===== src/hdl/i2a_pkg.sv =====
// ----------------------------------------------------------------------------
// i2a_pkg
// Types, constants and the glyph function shared by the converter modules.
// ----------------------------------------------------------------------------
package i2a_pkg;

  // Number of digit cells; enough for twenty decimal digits of a 64-bit value.
  localparam int DEPTH = 20;
  // Upper bound on the requested field width.
  localparam int MAX_OUT = 64;
  // Bits shifted through the cell row per conversion.
  localparam int VALUE_W = 64;

  localparam logic [6:0] CH_SPACE = 7'h20;
  localparam logic [6:0] CH_ZERO  = 7'h30;
  localparam logic [6:0] CH_MINUS = 7'h2D;

  typedef enum logic [1:0] {
    CELL_HOLD,
    CELL_CLEAR,
    CELL_DABBLE,
    CELL_SHIFT
  } cell_op_t;

  typedef struct packed {
    cell_op_t op;
    logic     hex;
  } chain_ctrl_t;

  typedef enum logic [2:0] {
    ST_IDLE,
    ST_CONV,
    ST_NORM,
    ST_PAD,
    ST_SIGN,
    ST_DIGITS
  } state_t;

  // Upper case hexadecimal glyph for one digit.
  function automatic logic [6:0] glyph(input logic [3:0] d);
    logic [6:0] ch;
    if (d < 4'd10) begin
      ch = CH_ZERO + {3'b000, d};
    end else begin
      ch = 7'h37 + {3'b000, d};
    end
    return ch;
  endfunction

endpackage


===== src/hdl/i2a_cell.sv =====
// ----------------------------------------------------------------------------
// i2a_cell
// One digit cell: holds a 4-bit digit, runs a shift-and-add-3 step or a
// plain hex shift, and can take its lower neighbor's digit.
// ----------------------------------------------------------------------------
module i2a_cell (
  input  logic                clk,
  input  i2a_pkg::chain_ctrl_t ctrl,
  input  logic                bit_in,
  input  logic [3:0]          digit_in,
  output logic [3:0]          digit,
  output logic                carry_out
);
  import i2a_pkg::*;

  logic [3:0] digit_r;
  logic [3:0] digit_nxt;
  logic [3:0] adj;

  // A decimal digit of five or more is corrected before it doubles.
  always_comb begin
    if (!ctrl.hex && (digit_r >= 4'd5)) begin
      adj = digit_r + 4'd3;
    end else begin
      adj = digit_r;
    end
  end

  always_comb begin
    case (ctrl.op)
      CELL_CLEAR:  digit_nxt = 4'd0;
      CELL_DABBLE: digit_nxt = {adj[2:0], bit_in};
      CELL_SHIFT:  digit_nxt = digit_in;
      default:     digit_nxt = digit_r;
    endcase
  end

  always_ff @(posedge clk) begin
    digit_r <= digit_nxt;
  end

  assign digit     = digit_r;
  assign carry_out = adj[3];

endmodule


===== src/hdl/i2a_chain.sv =====
// ----------------------------------------------------------------------------
// i2a_chain
// The row of digit cells. Bits enter at the least significant cell and
// digits leave from the most significant one.
// ----------------------------------------------------------------------------
module i2a_chain (
  input  logic                clk,
  input  i2a_pkg::chain_ctrl_t ctrl,
  input  logic                bit_in,
  output logic [3:0]          top_digit
);
  import i2a_pkg::*;

  logic [3:0] digits [DEPTH];
  logic       carry  [DEPTH];

  for (genvar i = 0; i < DEPTH; i++) begin : g_cell
    logic       cell_bit;
    logic [3:0] cell_din;
    if (i == 0) begin : g_first
      assign cell_bit = bit_in;
      assign cell_din = 4'd0;
    end else begin : g_rest
      assign cell_bit = carry[i-1];
      assign cell_din = digits[i-1];
    end
    i2a_cell u_cell (
      .clk       (clk),
      .ctrl      (ctrl),
      .bit_in    (cell_bit),
      .digit_in  (cell_din),
      .digit     (digits[i]),
      .carry_out (carry[i])
    );
  end

  assign top_digit = digits[DEPTH-1];

endmodule


===== src/hdl/integer_to_ascii_padded_top.sv =====
// ----------------------------------------------------------------------------
// integer_to_ascii_padded_top
// Converts a 64-bit integer to padded ASCII text, one character per word.
// ----------------------------------------------------------------------------
//
//  Channel | Ports                                             | Direction
//  --------+---------------------------------------------------+----------
//  input   | in_valid, in_stall, in_value, in_is_signed,       | in
//          | in_base_hex, in_pad_width, in_zero_pad            |
//  result  | out_valid, out_stall, out_character, out_last     | out
//
// One number is worked on at a time. After acceptance the cell row shifts the
// 64-bit magnitude in bit by bit, drops leading zero digits (L digits remain)
// and sets up padding, then emits P pad words, an optional sign word and L
// digit words. The input side stays closed from acceptance until the last
// digit word enters the output register.
// Reset (rst_n low, synchronous) returns the controller to idle and empties
// the output register. Stalls on the result side hold the output word and
// the pad, sign and digit states; conversion and normalization run on.
//
module integer_to_ascii_padded_top (
  input  logic        clk,
  input  logic        rst_n,
  input  logic        in_valid,
  output logic        in_stall,
  input  logic [63:0] in_value,
  input  logic        in_is_signed,
  input  logic        in_base_hex,
  input  logic [6:0]  in_pad_width,
  input  logic        in_zero_pad,
  output logic        out_valid,
  input  logic        out_stall,
  output logic [6:0]  out_character,
  output logic        out_last
);
  import i2a_pkg::*;

  state_t            state_r, state_nxt;
  logic [VALUE_W-1:0] val_r, val_nxt;
  logic [5:0]        bitcnt_r, bitcnt_nxt;
  logic [4:0]        dcnt_r, dcnt_nxt;
  logic [6:0]        pad_r, pad_nxt;
  logic [6:0]        width_r, width_nxt;
  logic              neg_r, neg_nxt;
  logic              hex_r, hex_nxt;
  logic              zpad_r, zpad_nxt;

  logic              out_valid_r, out_valid_nxt;
  logic [6:0]        out_char_r, out_char_nxt;
  logic              out_last_r, out_last_nxt;

  chain_ctrl_t       ctrl;
  logic [3:0]        top_digit;
  logic              accept;
  logic              adv;
  logic [6:0]        len;

  // The digit row. Its most significant cell is the one that is printed.
  i2a_chain u_chain (
    .clk       (clk),
    .ctrl      (ctrl),
    .bit_in    (val_r[VALUE_W-1]),
    .top_digit (top_digit)
  );

  assign in_stall = (state_r != ST_IDLE);
  assign accept   = in_valid && !in_stall;
  // The output register can take a new word when it is empty or being taken.
  assign adv      = !out_valid_r || !out_stall;
  // Printed length without padding: digits plus the sign.
  assign len      = {2'b00, dcnt_r} + {6'd0, neg_r};

  always_comb begin
    state_nxt     = state_r;
    val_nxt       = val_r;
    bitcnt_nxt    = bitcnt_r;
    dcnt_nxt      = dcnt_r;
    pad_nxt       = pad_r;
    width_nxt     = width_r;
    neg_nxt       = neg_r;
    hex_nxt       = hex_r;
    zpad_nxt      = zpad_r;
    out_valid_nxt = adv ? 1'b0 : out_valid_r;
    out_char_nxt  = out_char_r;
    out_last_nxt  = out_last_r;
    ctrl.op       = CELL_HOLD;
    ctrl.hex      = hex_r;

    case (state_r)
      ST_IDLE: begin
        if (accept) begin
          // Negative signed values are converted as their magnitude, which
          // also covers the most negative value exactly.
          if (in_is_signed && in_value[VALUE_W-1]) begin
            val_nxt = ~in_value + 64'd1;
            neg_nxt = 1'b1;
          end else begin
            val_nxt = in_value;
            neg_nxt = 1'b0;
          end
          hex_nxt    = !in_is_signed && in_base_hex;
          zpad_nxt   = in_zero_pad;
          width_nxt  = (in_pad_width > 7'(MAX_OUT)) ? 7'(MAX_OUT) : in_pad_width;
          bitcnt_nxt = 6'd0;
          ctrl.op    = CELL_CLEAR;
          state_nxt  = ST_CONV;
        end
      end

      ST_CONV: begin
        // One magnitude bit enters the row per cycle, most significant first.
        ctrl.op    = CELL_DABBLE;
        val_nxt    = {val_r[VALUE_W-2:0], 1'b0};
        bitcnt_nxt = bitcnt_r + 6'd1;
        if (bitcnt_r == 6'(VALUE_W - 1)) begin
          dcnt_nxt  = 5'(DEPTH);
          state_nxt = ST_NORM;
        end
      end

      ST_NORM: begin
        // Leading zero digits are shifted out; a lone zero digit stays.
        if ((top_digit == 4'd0) && (dcnt_r > 5'd1)) begin
          ctrl.op  = CELL_SHIFT;
          dcnt_nxt = dcnt_r - 5'd1;
        end else begin
          pad_nxt   = (width_r > len) ? (width_r - len) : 7'd0;
          state_nxt = ST_PAD;
        end
      end

      ST_PAD: begin
        if (pad_r == 7'd0) begin
          state_nxt = neg_r ? ST_SIGN : ST_DIGITS;
        end else if (adv) begin
          out_valid_nxt = 1'b1;
          out_char_nxt  = zpad_r ? CH_ZERO : CH_SPACE;
          out_last_nxt  = 1'b0;
          pad_nxt       = pad_r - 7'd1;
        end
      end

      ST_SIGN: begin
        if (adv) begin
          out_valid_nxt = 1'b1;
          out_char_nxt  = CH_MINUS;
          out_last_nxt  = 1'b0;
          state_nxt     = ST_DIGITS;
        end
      end

      ST_DIGITS: begin
        if (adv) begin
          out_valid_nxt = 1'b1;
          out_char_nxt  = glyph(top_digit);
          out_last_nxt  = (dcnt_r == 5'd1);
          ctrl.op       = CELL_SHIFT;
          dcnt_nxt      = dcnt_r - 5'd1;
          if (dcnt_r == 5'd1) begin
            state_nxt = ST_IDLE;
          end
        end
      end

      default: begin
        state_nxt = ST_IDLE;
      end
    endcase
  end

  always_ff @(posedge clk) begin
    if (!rst_n) begin
      state_r     <= ST_IDLE;
      out_valid_r <= 1'b0;
      bitcnt_r    <= 6'd0;
      dcnt_r      <= 5'd0;
      pad_r       <= 7'd0;
      neg_r       <= 1'b0;
    end else begin
      state_r     <= state_nxt;
      out_valid_r <= out_valid_nxt;
      bitcnt_r    <= bitcnt_nxt;
      dcnt_r      <= dcnt_nxt;
      pad_r       <= pad_nxt;
      neg_r       <= neg_nxt;
    end
  end

  always_ff @(posedge clk) begin
    val_r      <= val_nxt;
    width_r    <= width_nxt;
    hex_r      <= hex_nxt;
    zpad_r     <= zpad_nxt;
    out_char_r <= out_char_nxt;
    out_last_r <= out_last_nxt;
  end

  assign out_valid     = out_valid_r;
  assign out_character = out_char_r;
  assign out_last      = out_last_r;

endmodule


===== config.mk =====
export PLATFORM = sky130hd
export DESIGN_NAME = integer_to_ascii_padded_top
export DESIGN_NICKNAME = d
export VERILOG_FILES = /design/src/hdl/i2a_pkg.sv /design/src/hdl/i2a_cell.sv /design/src/hdl/i2a_chain.sv /design/src/hdl/integer_to_ascii_padded_top.sv
export SDC_FILE = /design/constraint.sdc
export NUM_CORES = 1
export LEC_CHECK = 0
export BUFFER_PORTS_ARGS = -buffer_cell sky130_fd_sc_hd__buf_2
export CAP_MARGIN = 0
export CORE_ASPECT_RATIO = 1.75
export CORE_MARGIN = 1
export CORE_UTILIZATION = 30
export CTS_CLUSTER_DIAMETER = 150
export DETAILED_ROUTE_END_ITERATION = 10
export SLEW_MARGIN = 30
export SYNTH_ARGS = -nofsm -noshare
export SYNTH_HDL_FRONTEND = slang
export SYNTH_SLANG_ARGS = --single-unit

===== constraint.sdc =====
create_clock -name clk -period 4.2 [get_ports clk]
set_input_delay 0.84 -clock clk [delete_from_list [all_inputs] [get_ports clk]]
set_output_delay 0.84 -clock clk [all_outputs]
set_load 0.02 [all_outputs]

**Word-level counts from Yosys, hierarchy flattened**

Index checks and enable logic that the tools add are counted.

- Div/mod/pow operators: 0
- Add/sub/neg operators: 28
- $lt $le $gt $ge: 24
- Multiply operators: 0
- Bitwise gates (word level): 1
- Equality and inequality tests: 20
- Muxes and demuxes: 83
- Reduce and logical (&&, ||, !) cells: 49
- Shifts and indexed selects: 0

Operators by type and width:

| kind | count |
|---|---|
| $pmux 4 s3 | 19 |
| $mux 64 | 2 |
| $pmux 64 s2 | 1 |
| $ge 4x3->1 const B | 20 |
| $add 4x2->4 const B | 19 |
| $mux 4 | 19 |
| $add 64x1->64 const B | 1 |
| $not 64->64 | 1 |
| $mux 7 | 9 |
| $logic_and 1x1->1 | 24 |
| $mux 3 | 8 |
| $pmux 7 s3 | 1 |
| $mux 5 | 4 |
| $ne 2x2->1 const B | 10 |
| $pmux 3 s6 | 1 |
| $pmux 5 s3 | 1 |
| $add 6x4->7 const A | 2 |
| $pmux 7 s2 | 1 |
| $pmux 6 s2 | 1 |
| $reduce_bool 3->1 | 4 |
| $mux 1 | 9 |
| $pmux 2 s4 | 1 |
| $pmux 4 s2 | 1 |
| $reduce_and 4->1 | 2 |
| other kinds (32) | 44 |

- Latch bits: 0
- Memories: 0
- Memory bits (writable): 0
- Output and inout bits: 10
- Flip-flop bits (word level): 184
- Bits of input ports: 78
- Logic and storage cells: 237
- ROM bits: 0

**Longest topological paths before layout**

- Depth in word-level cells: 8
- Mapped depth: 11
- Gate-level depth less buffers: 11

**By module**

A second synthesis with hierarchy kept.

- Cell total of the unflattened synthesis: 1313
- Area total of the unflattened synthesis: 12386.9 µm²

By module, submodules not included:

| module | area each (µm²) | instances | cells each | sequential area each (µm²) |
|---|---|---|---|---|
| integer_to_ascii_padded_top | 6527.5 | 1 | 732 | 2892.8 |
| i2a_cell | 292.8 | 20 | 29 | 120.1 |
| i2a_chain | 3.8 | 1 | 1 | 0.0 |

**Least setup slack after synthesis**

Ideal clock, no wire load.

- Path type: reg2reg
- Start point: register dcnt_r[1]
- End point: register u_chain.g_cell[0].u_cell.digit_r[0] (enable)
- Setup time: 0.441 ns
- Data required time: 3.759 ns
- Period minus slack after synthesis: 3.872 ns
- Path buffers: 1
- Data arrival time: 3.431 ns
- Path slack: 0.328 ns
- Cell stages (with the launch flop): 8
- Path through: dfxtp_1 inv_1 ha_1 o21bai_1 a2111oi_0 a31oi_1 clkbuf_1 nand2_1

- Longest elaborated chain between the ends: 7
- Elaborated cells on any way between the ends: 9
- Classes of those cells: order compare (1); eq/ne (3); mux (2); reduce/logical (3)

RTL lines:

| what | line | RTL |
|---|---|---|
| start, declared | integer_to_ascii_padded_top.sv:41 | `logic [4:0] dcnt_r, dcnt_nxt;` |
| start signal, assigned | integer_to_ascii_padded_top.sv:183 | `dcnt_r <= dcnt_nxt;` |
| $gt 5x1->1 * | integer_to_ascii_padded_top.sv:123 | `if ((top_digit == 4'd0) && (dcnt_r > 5'd1)) begin` |
| $logic_and 1x1->1 * | integer_to_ascii_padded_top.sv:123 |  |
| $mux 2 * | integer_to_ascii_padded_top.sv:123 |  |
| $pmux 2 s4 * | integer_to_ascii_padded_top.sv:89 | `case (state_r)` |
| $eq 2x2->1 / $eq 2x1->1 (equally long branches) | i2a_cell.sv:30 | `case (ctrl.op)` |
| $reduce_or 2->1 (no source line) | - |  |
| $reduce_bool 2->1 (no source line) * | - |  |
| end signal, assigned | i2a_cell.sv:39 | `digit_r <= digit_nxt;` |
| end, declared | i2a_cell.sv:16 | `logic [3:0] digit_r;` |

Mark *: on every way between the ends. The rest lies on a longest branch, timed or not.
A chain may end at the register's enable or synchronous reset.

**Worst setup path after layout**

- Start point: input port in_value[20]
- End point: register val_r[57], data pin

- Longest elaborated chain between the ends: 5

RTL lines:

| what | line | RTL |
|---|---|---|
| start, declared | integer_to_ascii_padded_top.sv:26 | `input logic [63:0] in_value,` |
| $not 64->64 | integer_to_ascii_padded_top.sv:95 | `val_nxt = ~in_value + 64'd1;` |
| $add 64x1->64 | integer_to_ascii_padded_top.sv:95 |  |
| $mux 64 | integer_to_ascii_padded_top.sv:94 | `if (in_is_signed && in_value[VALUE_W-1]) begin` |
| $mux 64 | integer_to_ascii_padded_top.sv:91 | `if (accept) begin` |
| $pmux 64 s2 | integer_to_ascii_padded_top.sv:89 |  |
| named net val_nxt[57] | integer_to_ascii_padded_top.sv:39 | `logic [VALUE_W-1:0] val_r, val_nxt;` |
| end signal, assigned | integer_to_ascii_padded_top.sv:190 | `val_r <= val_nxt;` |
| end, declared | integer_to_ascii_padded_top.sv:39 |  |

The timed path passes the listed nets, and every way through them passes these cells. The select of a mux whose other input is x is not followed.

==> flow_summary.yaml <==
outcome:
  outcome: "complete, no violations"
cts:
  cts.repair.resized: 0
  root_buffer: "clkbuf_16"
  ctsHoldBuffers: 0
  postCtsSetupRepairBufs: 0
  clock_path_buffers: 2
  cts_tree: "built"
  clk_pin_slew_ns: 0.07
  htreeDepth: 4
  cts_made_buffers: 17
  clk_latency_ns: 0.45
  clock-sinks: 184
place:
  dp.cells: 1721
  gp_congestion: 0.812
  dpl-instance-area_sq_um: 12500
  port_buffers: 87
  dp_hpwl_um: 18400
routing:
  wl_met3_um: 712
  vias_per_cell: 5.28
  wl_met1_um: 11200
  drt_pass1_iterations: 8
  vias: 9254
  wl_per_cell_um: 15.1
  highest_layer: "met4"
  drc_errors: 0
  drt_iter0_markers: 534
  wl_um: 26500
  wl_met2_um: 14000
  drtAntennaViolNets: 0
sta:
  fin_setup_tns_ns: 0
  max_slew_margin_pct: 38.8
  drv_slew: 0
  rsz0062_at_grt: "no"
  finalCritPeriodShare_pct: 75.5
  max_freq_ghz: 0.315
  hold_violations: 0
  period_minus_slack_ns: 3.17
  setup_violations: 0
  worst_pin_slew_ns: 0.918
  fin_skew_ns: 0.0118
  whs_ns: 0.498
critical_path:
  cp.arrival_ns: 3.34
  crit_chain: "buf_2 > or4_1 > or3_1 > or4_4 > o41ai_1 > xor2_1 > a21oi_1"
  critPathMaxStageDelay_ns: 0.70
  critPathKind: "input port to flip-flop"
  worst_setup_path_start_kind: "input port"
  cp_max_fo: 11
  end_kind: "flip-flop"
  cp_top_family: "simple AND/OR/NAND/NOR gates"
  crit_slowest_cell: "or4_4"
  critPathBufInv: 1
  required_ns: 4.37
cells_and_area:
  fin_nets: 1393
  nFillCells: 3817
  final_cell_mix: "161 x edfxtp_1, 124 x a21oi_1, 121 x nor2_1"
  drive_above_1_share_pct: 12.4
  seqCellArea_sq_um: 5300
  fin_cells: 1753
  n_antenna_cell: 0
  fin_area_sq_um: 13100
  final_common_cell: "edfxtp_1"
  multi_input_area_sq_um: 5810
  syn_to_final_growth_pct: 14.0
die:
  initial_core_util_pct: 30.5
  die-height_um: 261
  die_w_um: 150
  fp.dieArea_sq_um: 39200
  io_pins: 88
  placementRows: 94
  design.core.area_sq_um: 37800
synth:
  netlist_top_cells_area: "edfxtp_1 42%, ha_1 5.9%, a21oi_1 5.4%"
  ys_seq_area_share_pct: 46.0
  ys_ff_latch: 184
  synth_top_family_by_area: "compound AO/OA/AOI/OAI gates"
  synth_compound_area_share_pct: 20.0
  yosysTopAreaCellShare_pct: 42.0
  synthMuxAreaShare_pct: 1.04
  yosysUniqueCellTypes: 63
  synthCells: 1195
  yosysWarnings: 0
  synth_top_cell_by_area: "edfxtp_1"
  syn_nets: 1328
  synth_area_sq_um: 11500
  async_flop_share_pct: 0
  yosys_most_used_dff: "edfxtp_1"
  synthAdderAreaFrac_pct: 6.04
  syn_avg_cell_area_sq_um: 9.64
  synth_edf_count: 161
  synth-simple-area-share_pct: 15.1
  synth_xor_area_share_pct: 7.83
global_routing:
  first_global_vias: 8897
  grt_pass1_wl_um: 43000
  grt_max_degree: 91
  grt_usage_pct: 13.8
  antenna_found_initial: 0
  globalRouteOverflowTotal: 0
pwr:
  irDropWorstVdd_mv: 0.285
  power_density_nw_per_um2: 521
  total_power_w: 0.00685
  power_leakage_nw: 4.90
hold_path:
  min_path_type: "flip-flop to flip-flop"
run:
  maxCapViolCount: 0
-- cells by family after synthesis --
logic type	Yosys count
AOI/OAI and AO/OA	368
xor gates and xnor gates	103
adders and majority gates	55
buffers and inverters	120
DFF	184
muxes	12
and+or+nand+nor	353
-- layer usage --
metal	up-vias	GRT usage (%)
met3	34	2.20
met1	4506	15.5
met5	-	0
met4	0	5.70
met2	162	25.5
li1	4552	-
-- synthesized netlist by cell type (2+ instances only) --
library cell,number
edfxtp_1,161
a21oi_1,124
nor2_1,121
o21ai_0,73
nand2_1,72
clkbuf_1,58
inv_1,58
xnor2_1,56
ha_1,54
xor2_1,47
o22ai_1,42
nand2b_1,26
or4_1,26
a21o_1,24
nand3_1,24
dfxtp_1,23
o211ai_1,22
a22o_1,19
a31oi_1,18
nor3_1,17
nor4_1,17
nor2b_1,13
mux2i_1,12
o31ai_1,10
and3_1,6
nand3b_1,6
or2_2,6
or3_1,6
a211oi_1,5
nand4_1,4
o41ai_1,4
o41ai_2,4
a211o_1,2
a21boi_0,2
a311oi_1,2
a41oi_1,2
nor4b_1,2
or4_4,2
-- worst reg2reg max path, cell delays in order, from the launching register on --
cell,delay (ns)
dfxtp_1,0.42
ha_1,0.20
ha_1,0.18
nand3_1,0.10
xor2_1,0.16
ha_1,0.38
nand3_1,0.12
or4b_2,0.67
o211ai_1,0.24
nor2_1,0.10
o311ai_0,0.16
a31oi_1,0.13
-- where the power goes --
group          switching [W]  internal (W)
clock               0.000718      0.000959
combinational        0.00127      0.000820
sequential          0.000377       0.00270
total                0.00236       0.00448
-- cell type report --
type                       count  share of cell area [%]
multi-input combinational    891                    44.2
sequential                   184                    40.3
tap                          480                    4.57
timing repair buffer         107                    4.55
clock buffer                  23                    4.06
inverter                      59                    1.69
clock inverter                 9                   0.610
-- state kept, by name (all words and copies together), names as in the netlist --
register and cells:
val_r 64, width_r 7, u_chain.g_cell.u_cell.digit 80, out_character 7, out_valid 1, bitcnt_r 6
pad_r 7, dcnt_r 5, zpad_r 1, neg_r 1, hex_r 1, out_last 1
state_r 3
-- metrics by stage --
stage	setup slack [ns]	utilization, %
final	1.03	34.8
after global routing	0.900	34.8
after CTS	1.01	34.8
after detailed placement	0.578	33.2
after global placement	0.575	33.2
after floorplan	0.328	-
-- path summary, 6_finish.rpt --
path / from / end / slack [ns] / cells after the start
max reg2reg: dcnt_r[0]$_SDFFE_PN0P_ / pad_r[5]$_SDFFE_PN0P_ / 1.20 / 11
min reg2reg: bitcnt_r[5]$_SDFFE_PN0P_ / bitcnt_r[5]$_SDFFE_PN0P_ / 0.50 / 1
min: bitcnt_r[5]$_SDFFE_PN0P_ / bitcnt_r[5]$_SDFFE_PN0P_ / 0.50 / 1
max: in_value[20] / val_r[57]$_DFFE_PP_ / 1.03 / 7
Power figures use the tool's default switching activity.
